`src/sfr_pkg.sv`:
```
// Shared types and constants for the soft frequency reuse block group policy.
// Used by the controller, the datapath, the top level and the testbench.
`default_nettype none

package sfr_pkg;

  // table geometry
  localparam int UE_SLOTS   = 64;
  localparam int MAX_BLOCKS = 128;
  localparam int SLOT_W     = $clog2(UE_SLOTS);
  localparam int CNT_W      = $clog2(UE_SLOTS + 1);

  // input item kinds
  localparam logic [1:0] KIND_DL     = 2'd0;
  localparam logic [1:0] KIND_UL     = 2'd1;
  localparam logic [1:0] KIND_TPC    = 2'd2;
  localparam logic [1:0] KIND_REPORT = 2'd3;

  // terminal area codes
  localparam logic [1:0] AREA_UNSET  = 2'd0;
  localparam logic [1:0] AREA_CENTRE = 2'd1;
  localparam logic [1:0] AREA_EDGE   = 2'd2;

  // tpc code for an unknown or unset terminal
  localparam logic [1:0] TPC_DEFAULT = 2'd1;

  // configuration register indexes
  localparam logic [2:0] CFG_DL_EDGE_OFFSET = 3'd0;
  localparam logic [2:0] CFG_DL_EDGE_WIDTH  = 3'd1;
  localparam logic [2:0] CFG_DL_GROUP_SIZE  = 3'd2;
  localparam logic [2:0] CFG_UL_EDGE_OFFSET = 3'd3;
  localparam logic [2:0] CFG_UL_EDGE_WIDTH  = 3'd4;
  localparam logic [2:0] CFG_QUALITY_THR    = 3'd5;
  localparam logic [2:0] CFG_MODE_FLAGS     = 3'd6;
  localparam logic [2:0] CFG_AREA_SETTINGS  = 3'd7;

  // commands from the controller to the datapath
  typedef struct packed {
    logic start;   // load request, clear scan state
    logic step;    // advance the table scan by one entry
    logic commit;  // update table and load the result register
  } sfr_cmd_t;

  // status from the datapath to the controller
  typedef struct packed {
    logic scan_done;    // every slot compared
    logic out_blocked;  // result register full and not taken this cycle
  } sfr_status_t;

endpackage

`default_nettype wire

```
`src/sfr_ctrl.sv`:
```
// Controller state machine for the soft frequency reuse block group policy.
// Depends on sfr_pkg for the command and status structs.
`default_nettype none

module sfr_ctrl import sfr_pkg::*; (
  input  wire logic        clk,
  input  wire logic        rst,
  input  wire logic        in_valid,
  output logic             in_stall,
  input  sfr_status_t      status,
  output sfr_cmd_t         cmd
);

  localparam logic [1:0] ST_IDLE   = 2'd0;
  localparam logic [1:0] ST_SCAN   = 2'd1;
  localparam logic [1:0] ST_COMMIT = 2'd2;

  logic [1:0] state;
  logic [1:0] state_next;

  // state register
  always_ff @(posedge clk) begin
    if (rst) begin
      state <= ST_IDLE;
    end else begin
      state <= state_next;
    end
  end

  // next state and commands
  always_comb begin
    state_next = state;
    cmd        = '0;
    case (state)
      ST_IDLE: begin
        if (in_valid) begin
          cmd.start  = 1'b1;
          state_next = ST_SCAN;
        end
      end
      ST_SCAN: begin
        if (status.scan_done) begin
          state_next = ST_COMMIT;
        end else begin
          cmd.step = 1'b1;
        end
      end
      ST_COMMIT: begin
        if (!status.out_blocked) begin
          cmd.commit = 1'b1;
          state_next = ST_IDLE;
        end
      end
      default: begin
        state_next = ST_IDLE;
      end
    endcase
  end

  // one item in flight at a time
  assign in_stall = (state != ST_IDLE);

endmodule

`default_nettype wire

```
`src/sfr_datapath.sv`:
```
// Datapath: configuration registers, terminal table, scan logic and result register.
// Depends on sfr_pkg; driven by sfr_ctrl through sfr_cmd_t.
`default_nettype none

module sfr_datapath import sfr_pkg::*; (
  input  wire logic        clk,
  input  wire logic        rst,
  input  sfr_cmd_t         cmd,
  output sfr_status_t      status,
  input  wire logic        cfg_valid,
  input  wire logic [2:0]  cfg_index,
  input  wire logic [9:0]  cfg_data,
  input  wire logic [1:0]  kind,
  input  wire logic [15:0] rnti,
  input  wire logic [6:0]  group_index,
  input  wire logic [5:0]  report_id,
  input  wire logic [7:0]  rsrq,
  input  wire logic        out_stall,
  output logic             out_valid,
  output logic             available,
  output logic [1:0]       tpc_code,
  output logic             pa_changed,
  output logic [2:0]       pa_value,
  output logic             report_ignored,
  output logic             table_full
);

  localparam int ENTRY_W = 18;

  // floor(x / s) for group sizes 1..7 by shift or reciprocal (exact below 256)
  function automatic logic [7:0] div_size(input logic [7:0] x, input logic [2:0] s);
    logic [16:0] prod3;
    logic [16:0] prod5;
    logic [16:0] prod7;
    begin
      prod3 = {9'd0, x} * 17'd171;
      prod5 = {9'd0, x} * 17'd205;
      prod7 = {9'd0, x} * 17'd293;
      case (s)
        3'd2:    div_size = {1'b0, x[7:1]};
        3'd3:    div_size = prod3[16:9];
        3'd4:    div_size = {2'b00, x[7:2]};
        3'd5:    div_size = {1'b0, prod5[16:10]};
        3'd6:    div_size = {1'b0, prod3[16:10]};
        3'd7:    div_size = {2'b00, prod7[16:11]};
        default: div_size = x;
      endcase
    end
  endfunction

  // configuration registers
  logic [6:0] dl_edge_offset;
  logic [6:0] dl_edge_width;
  logic [2:0] dl_group_size;
  logic [6:0] ul_edge_offset;
  logic [6:0] ul_edge_width;
  logic [7:0] quality_threshold;
  logic [7:0] mode_flags;
  logic [9:0] area_settings;

  always_ff @(posedge clk) begin
    if (rst) begin
      dl_edge_offset    <= 7'd0;
      dl_edge_width     <= 7'd0;
      dl_group_size     <= 3'd1;
      ul_edge_offset    <= 7'd0;
      ul_edge_width     <= 7'd0;
      quality_threshold <= 8'd20;
      mode_flags        <= 8'd3;
      area_settings     <= 10'd365;
    end else if (cfg_valid) begin
      case (cfg_index)
        CFG_DL_EDGE_OFFSET: dl_edge_offset    <= cfg_data[6:0];
        CFG_DL_EDGE_WIDTH:  dl_edge_width     <= cfg_data[6:0];
        CFG_DL_GROUP_SIZE:  dl_group_size     <= cfg_data[2:0];
        CFG_UL_EDGE_OFFSET: ul_edge_offset    <= cfg_data[6:0];
        CFG_UL_EDGE_WIDTH:  ul_edge_width     <= cfg_data[6:0];
        CFG_QUALITY_THR:    quality_threshold <= cfg_data[7:0];
        CFG_MODE_FLAGS:     mode_flags        <= cfg_data[7:0];
        CFG_AREA_SETTINGS:  area_settings     <= cfg_data;
        default: ;
      endcase
    end
  end

  // request registers
  logic [1:0]  req_kind;
  logic [15:0] req_rnti;
  logic [6:0]  req_group;
  logic [5:0]  req_report_id;
  logic [7:0]  req_rsrq;

  always_ff @(posedge clk) begin
    if (cmd.start) begin
      req_kind      <= kind;
      req_rnti      <= rnti;
      req_group     <= group_index;
      req_report_id <= report_id;
      req_rsrq      <= rsrq;
    end
  end

  // terminal table: key and area per slot, valid bits in flops
  logic [ENTRY_W-1:0]  slot_mem [UE_SLOTS];
  logic [ENTRY_W-1:0]  rd_data;
  logic [UE_SLOTS-1:0] slot_valid;
  logic [CNT_W-1:0]    cnt;
  logic                mem_we;
  logic [SLOT_W-1:0]   mem_wa;
  logic [ENTRY_W-1:0]  mem_wd;
  logic                set_valid;

  always_ff @(posedge clk) begin
    if (cmd.commit && mem_we) begin
      slot_mem[mem_wa] <= mem_wd;
    end
    rd_data <= slot_mem[cnt[SLOT_W-1:0]];
  end

  always_ff @(posedge clk) begin
    if (rst) begin
      slot_valid <= '0;
    end else if (cmd.commit && set_valid) begin
      slot_valid[mem_wa] <= 1'b1;
    end
  end

  // scan: read one slot per cycle, compare it the cycle after
  logic              rd_pend;
  logic [SLOT_W-1:0] rd_idx;
  logic              hit;
  logic [SLOT_W-1:0] hit_idx;
  logic [1:0]        hit_area;
  logic              free_found;
  logic [SLOT_W-1:0] free_idx;

  always_ff @(posedge clk) begin
    if (rst) begin
      cnt        <= '0;
      rd_pend    <= 1'b0;
      hit        <= 1'b0;
      free_found <= 1'b0;
    end else if (cmd.start) begin
      cnt        <= '0;
      rd_pend    <= 1'b0;
      hit        <= 1'b0;
      free_found <= 1'b0;
    end else begin
      if (rd_pend) begin
        if (slot_valid[rd_idx] && rd_data[ENTRY_W-1:2] == req_rnti) begin
          hit      <= 1'b1;
          hit_idx  <= rd_idx;
          hit_area <= rd_data[1:0];
        end
        if (!slot_valid[rd_idx] && !free_found) begin
          free_found <= 1'b1;
          free_idx   <= rd_idx;
        end
      end
      if (cmd.step) begin
        rd_pend <= (cnt != CNT_W'(UE_SLOTS));
        rd_idx  <= cnt[SLOT_W-1:0];
        if (cnt != CNT_W'(UE_SLOTS)) begin
          cnt <= cnt + CNT_W'(1);
        end
      end
    end
  end

  assign status.scan_done   = (cnt == CNT_W'(UE_SLOTS)) && !rd_pend;
  assign status.out_blocked = out_valid && out_stall;

  // edge sub-band tests
  logic [2:0] dl_size;
  logic [7:0] dl_lo;
  logic [7:0] dl_hi;
  logic [7:0] ul_hi;
  logic [7:0] grp8;
  logic       dl_edge_g;
  logic       ul_edge_g;

  assign dl_size   = (dl_group_size == 3'd0) ? 3'd1 : dl_group_size;
  assign dl_lo     = div_size({1'b0, dl_edge_offset}, dl_size);
  assign dl_hi     = div_size({1'b0, dl_edge_offset} + {1'b0, dl_edge_width}, dl_size);
  assign ul_hi     = {1'b0, ul_edge_offset} + {1'b0, ul_edge_width};
  assign grp8      = {1'b0, req_group};
  assign dl_edge_g = (grp8 < 8'(MAX_BLOCKS)) && (grp8 >= dl_lo) && (grp8 < dl_hi);
  assign ul_edge_g = (grp8 < 8'(MAX_BLOCKS)) && (grp8 >= {1'b0, ul_edge_offset})
                     && (grp8 < ul_hi);

  // result and table update decision
  logic       ul_on;
  logic       edge_g;
  logic       edge_ue;
  logic [1:0] want;
  logic [1:0] cur_area;
  logic       c_avail;
  logic [1:0] c_tpc;
  logic       c_changed;
  logic [2:0] c_pa;
  logic       c_ignored;
  logic       c_full;

  assign ul_on    = mode_flags[1];
  assign edge_g   = (req_kind == KIND_DL) ? dl_edge_g : ul_edge_g;
  assign edge_ue  = (hit_area == AREA_EDGE);
  assign want     = (req_rsrq < quality_threshold) ? AREA_EDGE : AREA_CENTRE;
  assign cur_area = hit ? hit_area : AREA_UNSET;

  always_comb begin
    c_avail   = 1'b0;
    c_tpc     = 2'd0;
    c_changed = 1'b0;
    c_pa      = 3'd0;
    c_ignored = 1'b0;
    c_full    = 1'b0;
    mem_we    = 1'b0;
    set_valid = 1'b0;
    mem_wa    = free_idx;
    mem_wd    = {req_rnti, AREA_UNSET};
    case (req_kind)
      KIND_DL, KIND_UL: begin
        if (req_kind == KIND_UL && !ul_on) begin
          c_avail = 1'b1;
        end else if (!hit) begin
          // unknown terminal: insert as unset when a slot is free
          c_avail = !edge_g;
          if (free_found) begin
            mem_we    = 1'b1;
            set_valid = 1'b1;
          end else begin
            c_full = 1'b1;
          end
        end else if (!edge_ue && mode_flags[0]) begin
          c_avail = 1'b1;
        end else begin
          c_avail = (edge_g == edge_ue);
        end
      end
      KIND_TPC: begin
        c_tpc = TPC_DEFAULT;
        if (ul_on && hit) begin
          if (hit_area == AREA_EDGE) begin
            c_tpc = area_settings[9:8];
          end else if (hit_area == AREA_CENTRE) begin
            c_tpc = area_settings[7:6];
          end
        end
      end
      KIND_REPORT: begin
        if (req_report_id != mode_flags[7:2]) begin
          c_ignored = 1'b1;
        end else if (!hit && !free_found) begin
          c_full = 1'b1;
        end else if (cur_area != want) begin
          // new terminal always lands here since want is never unset
          c_changed = 1'b1;
          c_pa      = (want == AREA_EDGE) ? area_settings[5:3] : area_settings[2:0];
          mem_we    = 1'b1;
          set_valid = !hit;
          mem_wa    = hit ? hit_idx : free_idx;
          mem_wd    = {req_rnti, want};
        end
      end
      default: ;
    endcase
  end

  // result register
  always_ff @(posedge clk) begin
    if (rst) begin
      out_valid <= 1'b0;
    end else if (cmd.commit) begin
      out_valid <= 1'b1;
    end else if (out_valid && !out_stall) begin
      out_valid <= 1'b0;
    end
  end

  always_ff @(posedge clk) begin
    if (cmd.commit) begin
      available      <= c_avail;
      tpc_code       <= c_tpc;
      pa_changed     <= c_changed;
      pa_value       <= c_pa;
      report_ignored <= c_ignored;
      table_full     <= c_full;
    end
  end

endmodule

`default_nettype wire

```
`src/soft_frequency_reuse_rbg_policy.sv`:
```
// Soft frequency reuse block group policy: terminal area table and edge sub-band check.
// Top level joining sfr_ctrl and sfr_datapath; depends on sfr_pkg.
//
// Usage:
//  - Input channel (in_valid / in_stall): one query or measurement report per transfer
//    (kind, rnti, group_index, report_id, rsrq). in_stall is high while an item is in work.
//  - Output channel (out_valid / out_stall): exactly one result per input item.
//  - Config channel (cfg_valid / cfg_ready, cfg_index, cfg_data): cfg_ready is always high;
//    write registers only while no item is in work.
//  - Every item scans the whole terminal table, one slot per cycle through the slot memory
//    read port, and the next item is taken the cycle after its result is loaded.
//  - The result sits in an output register; the next item is taken and scanned while it
//    waits. If the receiver stalls, the finished item waits for the register to empty.
//  - Reset clears the slot valid bits at once (no clearing pass) and restores register
//    defaults; no result is pending after reset.
`default_nettype none

module soft_frequency_reuse_rbg_policy import sfr_pkg::*; (
  input  wire logic        clk,
  input  wire logic        rst,
  input  wire logic        in_valid,
  output logic             in_stall,
  input  wire logic [1:0]  kind,
  input  wire logic [15:0] rnti,
  input  wire logic [6:0]  group_index,
  input  wire logic [5:0]  report_id,
  input  wire logic [7:0]  rsrq,
  output logic             out_valid,
  input  wire logic        out_stall,
  output logic             available,
  output logic [1:0]       tpc_code,
  output logic             pa_changed,
  output logic [2:0]       pa_value,
  output logic             report_ignored,
  output logic             table_full,
  input  wire logic        cfg_valid,
  output logic             cfg_ready,
  input  wire logic [2:0]  cfg_index,
  input  wire logic [9:0]  cfg_data
);

  sfr_cmd_t    cmd;
  sfr_status_t status;

  // registers accept writes at any time
  assign cfg_ready = 1'b1;

  // controller
  sfr_ctrl u_ctrl (
    .clk      (clk),
    .rst      (rst),
    .in_valid (in_valid),
    .in_stall (in_stall),
    .status   (status),
    .cmd      (cmd)
  );

  // datapath
  sfr_datapath u_datapath (
    .clk            (clk),
    .rst            (rst),
    .cmd            (cmd),
    .status         (status),
    .cfg_valid      (cfg_valid),
    .cfg_index      (cfg_index),
    .cfg_data       (cfg_data),
    .kind           (kind),
    .rnti           (rnti),
    .group_index    (group_index),
    .report_id      (report_id),
    .rsrq           (rsrq),
    .out_stall      (out_stall),
    .out_valid      (out_valid),
    .available      (available),
    .tpc_code       (tpc_code),
    .pa_changed     (pa_changed),
    .pa_value       (pa_value),
    .report_ignored (report_ignored),
    .table_full     (table_full)
  );

endmodule

`default_nettype wire

```
`config.mk`:
```
export PLATFORM = sky130hd
export DESIGN_NAME = soft_frequency_reuse_rbg_policy
export DESIGN_NICKNAME = d
export VERILOG_FILES = /design/src/sfr_pkg.sv /design/src/sfr_ctrl.sv /design/src/sfr_datapath.sv /design/src/soft_frequency_reuse_rbg_policy.sv
export SDC_FILE = /design/constraint.sdc
export NUM_CORES = 2
export LEC_CHECK = 0
export BUFFER_PORTS_ARGS = -buffer_cell sky130_fd_sc_hd__buf_2
export CAP_MARGIN = 15
export CORE_MARGIN = 1.5
export CORE_UTILIZATION = 57
export DETAILED_ROUTE_END_ITERATION = 16
export GPL_TIMING_DRIVEN = 0
export PLACE_DENSITY_LB_ADDON = 0.12
export SLEW_MARGIN = 20
export SYNTH_ARGS = -nofsm -noshare
export SYNTH_HDL_FRONTEND = slang
export SYNTH_HIERARCHICAL = 1
export SYNTH_SLANG_ARGS = --single-unit
```
`constraint.sdc`:
```
create_clock -name clk -period 7.9 [get_ports clk]
set_input_delay 0 -clock clk [delete_from_list [all_inputs] [get_ports clk]]
set_output_delay 0 -clock clk [all_outputs]
set_load 0.1 [all_outputs]
```
Word level (Yosys, flattened, before mapping). Memory sizes are Yosys's and may differ from the RTL's. A register that Yosys moved wholly into a read port is not among the register bits. Index checks and enable logic that the tools add are counted. W data, S select, Z words.

Bits in registers: 202. Bits in latches: 0. Memory bits (writable): 1152. Memory bits (read-only): 0. Input bits: 57. Output and inout bits: 12. Logic and storage cells: 192. Memories: 1.

Memories: u_datapath.slot_mem (depth 64, bits a word 18, rd ports 1, clocked after memory_dff 1, write ports 1, line sfr_datapath.sv:104) `logic [ENTRY_W-1:0] slot_mem [UE_SLOTS];`.

$add $sub $neg: 3. Multiply operators: 6. Divide/modulo/power cells: 0. Order comparisons: 9. Eq/ne operators: 30. Shift operators: 0. Muxes and demuxes: 58. Bitwise gates (word level): 5. Reductions and logical operators: 49.

Operators with widths (number): $or A64 B64 Y64 (1); $pmux W8 S6 (1); $pmux W7 S6 (1); $mul A8 B8 Y16 const B (2); $mux W1 (32); $mul A7 B8 Y15 const B (2); $mux W6 (5); $eq A3 B3 Y1 const B (8); $reduce_and A2 Y1 (12); $mux W2 (11); $mul A8 B9 Y17 const B (1); $add A7 B7 Y8 (2); $eq A16 B16 Y1 (1); $logic_and A1 B1 Y1 (16); $lt A7 B8 Y1 (2); $mul A7 B9 Y16 const B (1); $ge A7 B7 Y1 (2); $lt A6 B7 Y1 const B (2); $eq A3 B2 Y1 const B (4); $eq A2 B2 Y1 const B (5); $logic_not A1 Y1 (8); $lt A7 B8 Y1 const B (1); $lt A8 B8 Y1 (1); $reduce_and A4 Y1 (2); other kinds (22) (37).

Longest topological paths before layout.
Word-level depth: 12. Gate-level depth with buffers: 31. Depth with buffers taken out: 31.

By module. Netlist, hierarchy kept.

By module, submodules not included: sfr_datapath (instances 1, cells each 3306, area an instance 59360.7 um^2, seq. area each 39638.0 um^2); sfr_ctrl (instances 1, cells each 13, area an instance 110.1 um^2, seq. area each 40.0 um^2); soft_frequency_reuse_rbg_policy (instances 1, cells each 2, area an instance 11.3 um^2, seq. area each 0.0 um^2).

Worst setup path after synthesis. No wires, ideal clock.

Kind: register to register. Start: register u_datapath.dl_edge_offset[0]. End: register u_datapath.available, data pin. Setup time: 174 ps. Arrival time: 7241 ps. Data required time: 7726 ps. Path slack: 484 ps. Stages on the path, launching flop included: 31. Path buffers: 0. Clock period less this slack: 7416 ps. Path through: dfxtp_1 -> ha_1 -> fa_1 -> a21oi_1 -> o211ai_1 -> a21oi_1 -> xor2_1 -> clkinv_1 -> xnor2_1 -> fa_1 -> inv_1 -> fa_1 -> inv_1 -> fa_1 -> inv_1 -> ha_1 -> o21a_1 -> o211ai_1 -> a21oi_1 -> o21ai_0 -> a21oi_1 -> or3_1 -> a21oi_1 -> o32ai_1 -> ha_1 -> a21o_1 -> a21oi_1 -> o211ai_1 -> a211o_1 -> and3_1 -> a311oi_1.

Longest elaborated chain between the ends: 10. Elaborated cells on any way between the ends: 19. Classes of those cells: 1 x add/sub; 6 x mul; 2 x order compare; 1 x eq/ne; 6 x mux; 3 x reduce/logical.

Ends and longest elaborated chain: start, declared (line sfr_datapath.sv:52) `logic [6:0] dl_edge_offset;`; start signal, assigned (line sfr_datapath.sv:73) `CFG_DL_EDGE_OFFSET: dl_edge_offset <= cfg_data[6:0];`; $add A7 B7 Y8, or another cell as far along (line sfr_datapath.sv:184) `assign dl_hi = div_size({1'b0, dl_edge_offset} + {1'b0, dl_edge_width}, dl_size);`; $mul A8 B9 Y17, or another cell as far along (line sfr_datapath.sv:38) `prod7 = {9'd0, x} * 17'd293;`; $pmux W8 S6 / $ge A7 B7 Y1 (equally long branches) (line sfr_datapath.sv:39, sfr_datapath.sv:187); $lt A7 B8 Y1 / $logic_and A1 B1 Y1 (equally long branches) (line sfr_datapath.sv:187) `assign dl_edge_g = (grp8 < 8'(MAX_BLOCKS)) && (grp8 >= dl_lo) && (grp8 < dl_hi);`; $logic_and A1 B1 Y1 * (line sfr_datapath.sv:187); $mux W1 * (line sfr_datapath.sv:205) `assign edge_g = (req_kind == KIND_DL) ? dl_edge_g : ul_edge_g;`; $eq A1 B1 Y1 (line sfr_datapath.sv:237) `c_avail = (edge_g == edge_ue);`; $mux W1 (line sfr_datapath.sv:234) `end else if (!edge_ue && mode_flags[0]) begin`; $mux W1 * (line sfr_datapath.sv:225) `end else if (!hit) begin`; $mux W1 * (line sfr_datapath.sv:223) `if (req_kind == KIND_UL && !ul_on) begin`; end signal, assigned (line sfr_datapath.sv:282) `available <= c_avail;`; end, declared (line sfr_datapath.sv:20) `output logic available,`.

Mark *: on every way between the ends. The rest lies on a longest branch, timed or not. A chain may end at the register's enable or synchronous reset.

Worst setup path after layout.
Start: register u_datapath.dl_edge_offset[2]. End: register u_datapath.available, data pin.

Same word-level chain as after synthesis.

==> results by stage <==
Run status:
- The flow ran to the end, and the final reports show no timing, DRC or antenna violations.

Drt:
- Wires add up to approximately 160000 um.
- The remaining design rule violation count is 0.
- For this block, the initial DRC count from the detailed router was 3950.
- Using the TritonRoute via totals, the vias-per-cell ratio works out to ~6.4.
- In the final routed layout, each cell accounts on average for 29.7 um.
- The first-pass iteration count of the detailed router is 6.
- The routed via count is between 30000 and 40000.
- The remaining number of nets flagged by the antenna check after routing is 0.

Synth:
- For this run, asynchronously set or reset flops after synthesis account for 0.
- Counting every instance in the synthesized netlist gives 3321.
- The flop and latch count out of synthesis is 1372.
- In this run, distinct cell masters in the synthesized netlist total 76.
- The cell area that synthesis handed to floorplanning was 0.0595 sq mm.
- The post-synthesis net count is 3674.
- Among all flip-flop cells after synthesis, the most frequent one is edfxtp_1.
- The number of warnings printed during yosys synthesis is 6.
- The count of flip-flops with a built-in enable after synthesis is 1220.
- The average instance in the mapped netlist occupies 17.9 sq um.
- For this run, the register share of the synthesized area comes to 0.667.

Power and ir drop:
- The combinational cell fraction of total power is 0.053.
- The internal portion of the total power is 12.0 mW.
- Of the total power, the clock network draws 0.425.
- The power density over cell area is 219 mW/mm^2.
- VDD sags by at most 221 uV.
- The total leakage power is 23.7 nW.
- Summed over all nets, the switching power comes to 3.25 mW.
- Of the total power, the share spent switching nets is 0.213.
- The proportion of power drawn by flip-flops and latches is 0.521.

Critical path:
- The element type at the critical path start is a flop.
- The arrival time at the worst endpoint is 8190 ps.
- Along the worst path, the maximum fanout reaches 14.
- On the critical path, the stage with the largest delay is an instance of fa_1.
- The worst setup path is of the reg -> reg kind.
- The worst setup path is captured at a flop.
- On the worst path, the slowest cell contributes a delay of 520 ps.
- The required arrival time at the worst endpoint is 8450 ps.
- The library cell appearing most often on the critical path is fa_1.

Global route:
- The pin count of the biggest net entering global routing is 45.
- Global routing finished with a remaining overflow of 0.
- In the global route stage, overall resource usage came out at 0.301.
- The number of antenna violations at the first check in global routing is 4.
- The wire length of the first global-routing pass is 230000 um.
- The number of global-route vias before repair was 34300.

Flow run:
- The number of maximum-capacitance constraint violations is 0.

Place:
- At the placement stage, the worst setup path has a slack of -1690 ps.
- Once detailed placement completed, the half-perimeter wirelength came to 114000 um.
- The routability congestion estimate is 0.907.
- The number of I/O port buffers is 62.
- Counting tap cells, the placed design contains a total of 4952 instances.

CTS:
- The root buffer cell is clkbuf_16.
- Clock-pin slew was measured on the worst setup and hold paths at around 60 ps.
- The number of levels in the clock H-tree is 4.
- Counting along the longest clock path gives a buffer depth of 3.
- The number of sinks driven by the clock tree is 1372.
- For the worst-skew pair, the clock arrives at the later sink with an insertion delay of 740 ps.
- Counting the buffers created by CTS gives 139.
- TritonCTS built the clock tree.

STA:
- The hold violation count in the final report was 0.
- The relative slew slack is 0.157.
- Static timing analysis puts the maximum clock frequency at 131 MHz.
- Dividing the final minimum period by the clock period gives 0.968.
- In the post-route analysis, the smallest setup slack over all paths is roughly 250 ps.
- Hold is met by between 40 and 50 ps.
- Setup repair after global routing left no endpoint under its margin.
- The slew of the pin with the lowest slew margin is 1260 ps.
- The final-report max-slew violation count is 0.
- The minimum clock period is 7650 ps.
- The number of setup violations in the final report is 0.
- Clock skew on the completed layout was measured at 34.5 ps.

Cells and area:
- The layout net count is between 4000 and 5000.
- Relative to the synthesized area, the layout overhead comes to 17.5%.
- Across the whole layout, storage elements account for between 0.03 and 0.04 sq mm.
- After filler insertion, the fill cell instance count of the layout stands at about 6800.
- In the final layout, the share of cells above drive strength 1 is 0.257.
- The final core area utilization is 0.675.
- In the final layout, the multi-input gates occupy 0.0191 sq mm.
- The finished layout holds approximately 5300 standard cells, fillers aside.

Floorplan:
- The initial standard-cell utilization of the core is 0.575.
- Measured along the y axis, the die boundary spans about 330 um.
- The die is approximately 330 um wide.
- The row count is 118.
- 69 I/O pins were placed.
- The die covers ~0.11 sq mm.
- In this run the standard cell core region covers 0.103 sq mm.

Hold path:
- The type of the worst min-delay path is in -> reg.
-- final timing paths --
kind,startpoint,slack [ps],cells after the start,end
worst max register to register,u_datapath/dl_edge_offset[2]$_SDFFE_PP0P_,250,28,u_datapath/available$_SDFFCE_PN0P_
worst min register to register,u_datapath/rd_data[1]$_DFF_P_,400,0,u_datapath/hit_area[1]$_DFFE_PP_
worst max-delay path,u_datapath/dl_edge_offset[2]$_SDFFE_PP0P_,250,28,u_datapath/available$_SDFFCE_PN0P_
worst min-delay path,rnti[3],50,2,u_datapath/req_rnti[3]$_DFFE_PP_
-- power groups by stage --
stage          sequential (mW)  clock (mW)  combinational [mW]
2_1_floorplan             8.13           0               0.418
3_3_place_gp              8.21           0               0.597
3_5_place_dp              8.12           0               0.764
4_1_cts                   7.96        6.59               0.809
5_1_grt                   7.96        6.86               0.876
6_report                  7.96        6.49               0.815
-- cells in the final DEF, fill, tap and decap left out, types with 30 or more instances in the layout --
| cell | Yosys | layout |
|---|---|---|
| edfxtp_1 | 1220 | 1220 |
| mux4_2 | 379 | 379 |
| ha_1 | 246 | 243 |
| inv_1 | 180 | 178 |
| dfxtp_1 | 152 | 146 |
| clkbuf_16 | 0 | 142 |
| nor2_1 | 142 | 138 |
| clkbuf_1 | 78 | 120 |
| buf_4 | 2 | 112 |
| nand2_1 | 105 | 105 |
| dlygate4sd3_1 | 0 | 103 |
| a21oi_1 | 107 | 102 |
| buf_2 | 28 | 94 |
| nor3_2 | 0 | 69 |
| mux2i_1 | 51 | 49 |
| fa_1 | 50 | 49 |
| o21ai_0 | 45 | 44 |
| o22ai_1 | 41 | 41 |
| buf_6 | 2 | 41 |
| buf_8 | 1 | 38 |
| xnor2_1 | 38 | 36 |
| xor2_1 | 34 | 30 |
-- kinds of logic (layout without fill, tap and decap cells) --
| family | count (synthesis) | in the layout | synth area share |
|---|---|---|---|
| multiplexers | 451 | 451 | 0.158 |
| flip-flops | 1372 | 1372 | 0.667 |
| buffers and inverters | 326 | 940 | 0.0217 |
| AND/OR/NAND/NOR | 473 | 473 | 0.0383 |
| other | 1 | 3 | 0.0000630 |
| adder cells (fa/ha/maj) | 296 | 296 | 0.0686 |
| AO/OA/AOI/OAI | 330 | 330 | 0.0357 |
| XOR/XNOR | 72 | 72 | 0.0106 |
-- flip-flops by register name, summed over array words and instances (netlist names), 8 cells and up --
name and count:
u_datapath/rd_data 18, u_datapath/req_rnti 16, u_datapath/quality_threshold 8, u_datapath/req_rsrq 8, u_datapath/slot_mem 1152, u_datapath/area_settings 10, u_datapath/mode_flags 8, u_datapath/slot_valid 64
-- area by class of cell --
class	instances	area share
diodes	2	0.0000716
plain buffers	145	0.00901
clock buffers	191	0.0540
clock inverters	58	0.0101
inverters	181	0.00980
multi-input cells	1623	0.273
flip-flops and latches	1372	0.568
well taps	1380	0.0247
repair buffers	365	0.0508
-- synth_stat cells, types with 9 or more instances --
| master | count | area (sq um) |
|---|---|---|
| ha_1 | 246 | 3080 |
| mux2i_1 | 51 | 510 |
| nand2_1 | 105 | 394 |
| nand2b_1 | 26 | 163 |
| buf_1 | 34 | 128 |
| edfxtp_1 | 1220 | 36600 |
| or3_1 | 12 | 75.1 |
| a21oi_1 | 107 | 536 |
| dfxtp_1 | 152 | 3040 |
| nor3b_1 | 9 | 67.6 |
| inv_1 | 180 | 676 |
| a21o_1 | 21 | 158 |
| o211ai_1 | 10 | 75.1 |
| nor2_1 | 142 | 533 |
| o21ai_0 | 45 | 225 |
| nand4_1 | 11 | 68.8 |
| mux4_2 | 379 | 8540 |
| nor2b_1 | 15 | 93.8 |
| a211o_1 | 13 | 114 |
| a211oi_1 | 16 | 120 |
| a31oi_1 | 13 | 81.3 |
| mux2i_2 | 10 | 138 |
| nand3b_1 | 14 | 105 |
| buf_2 | 28 | 140 |
| fa_1 | 50 | 1000 |
| nand3_1 | 17 | 85.1 |
| o22ai_1 | 41 | 257 |
| xor2_1 | 34 | 298 |
| nor3_1 | 85 | 425 |
| clkbuf_1 | 78 | 293 |
| xnor2_1 | 38 | 333 |
| o21a_1 | 13 | 97.6 |
-- per-stage QoR --
| step | power [mW] | TNS (ps) | area, sq um |
|---|---|---|---|
| after global placement | 8.81 | -1620 | 61500 |
| after global routing | 15.7 | 0 | 69900 |
| after CTS | 15.4 | 0 | 69700 |
| final | 15.3 | 0 | 69900 |
| after detailed placement | 8.88 | -1690 | 64100 |
| after floorplan | 8.55 | 0 | 59500 |
-- per-layer routing --
layer	up-vias	global-route usage	routed length, um
met5	-	0	13
met4	2	0.111	6220
met3	342	0.0613	15300
met2	1788	0.485	75800
met1	17400	0.411	60300
li1	14200	-	-
-- worst max-delay path: cells and delay by family (launching register included) --
| family | cells | cell delay (ps) |
|---|---|---|
| simple gates | 5 | 850 |
| xor+xnor | 1 | 290 |
| compound gates | 13 | 2960 |
| fa+ha+maj | 6 | 2500 |
| flops | 1 | 490 |
| buf+inv | 3 | 370 |
-- repair_timing --
action / in CTS / in global routing
endpoints found under the hold margin: 129 / 0
pin swaps: 3 / 9
resized for setup: 29 / 22
hold buffers: 103 / 0
buffers inserted: 2 / 9
setup endpoints to repair: 1 / 1
No activity file was read; power rests on OpenSTA's default activity.
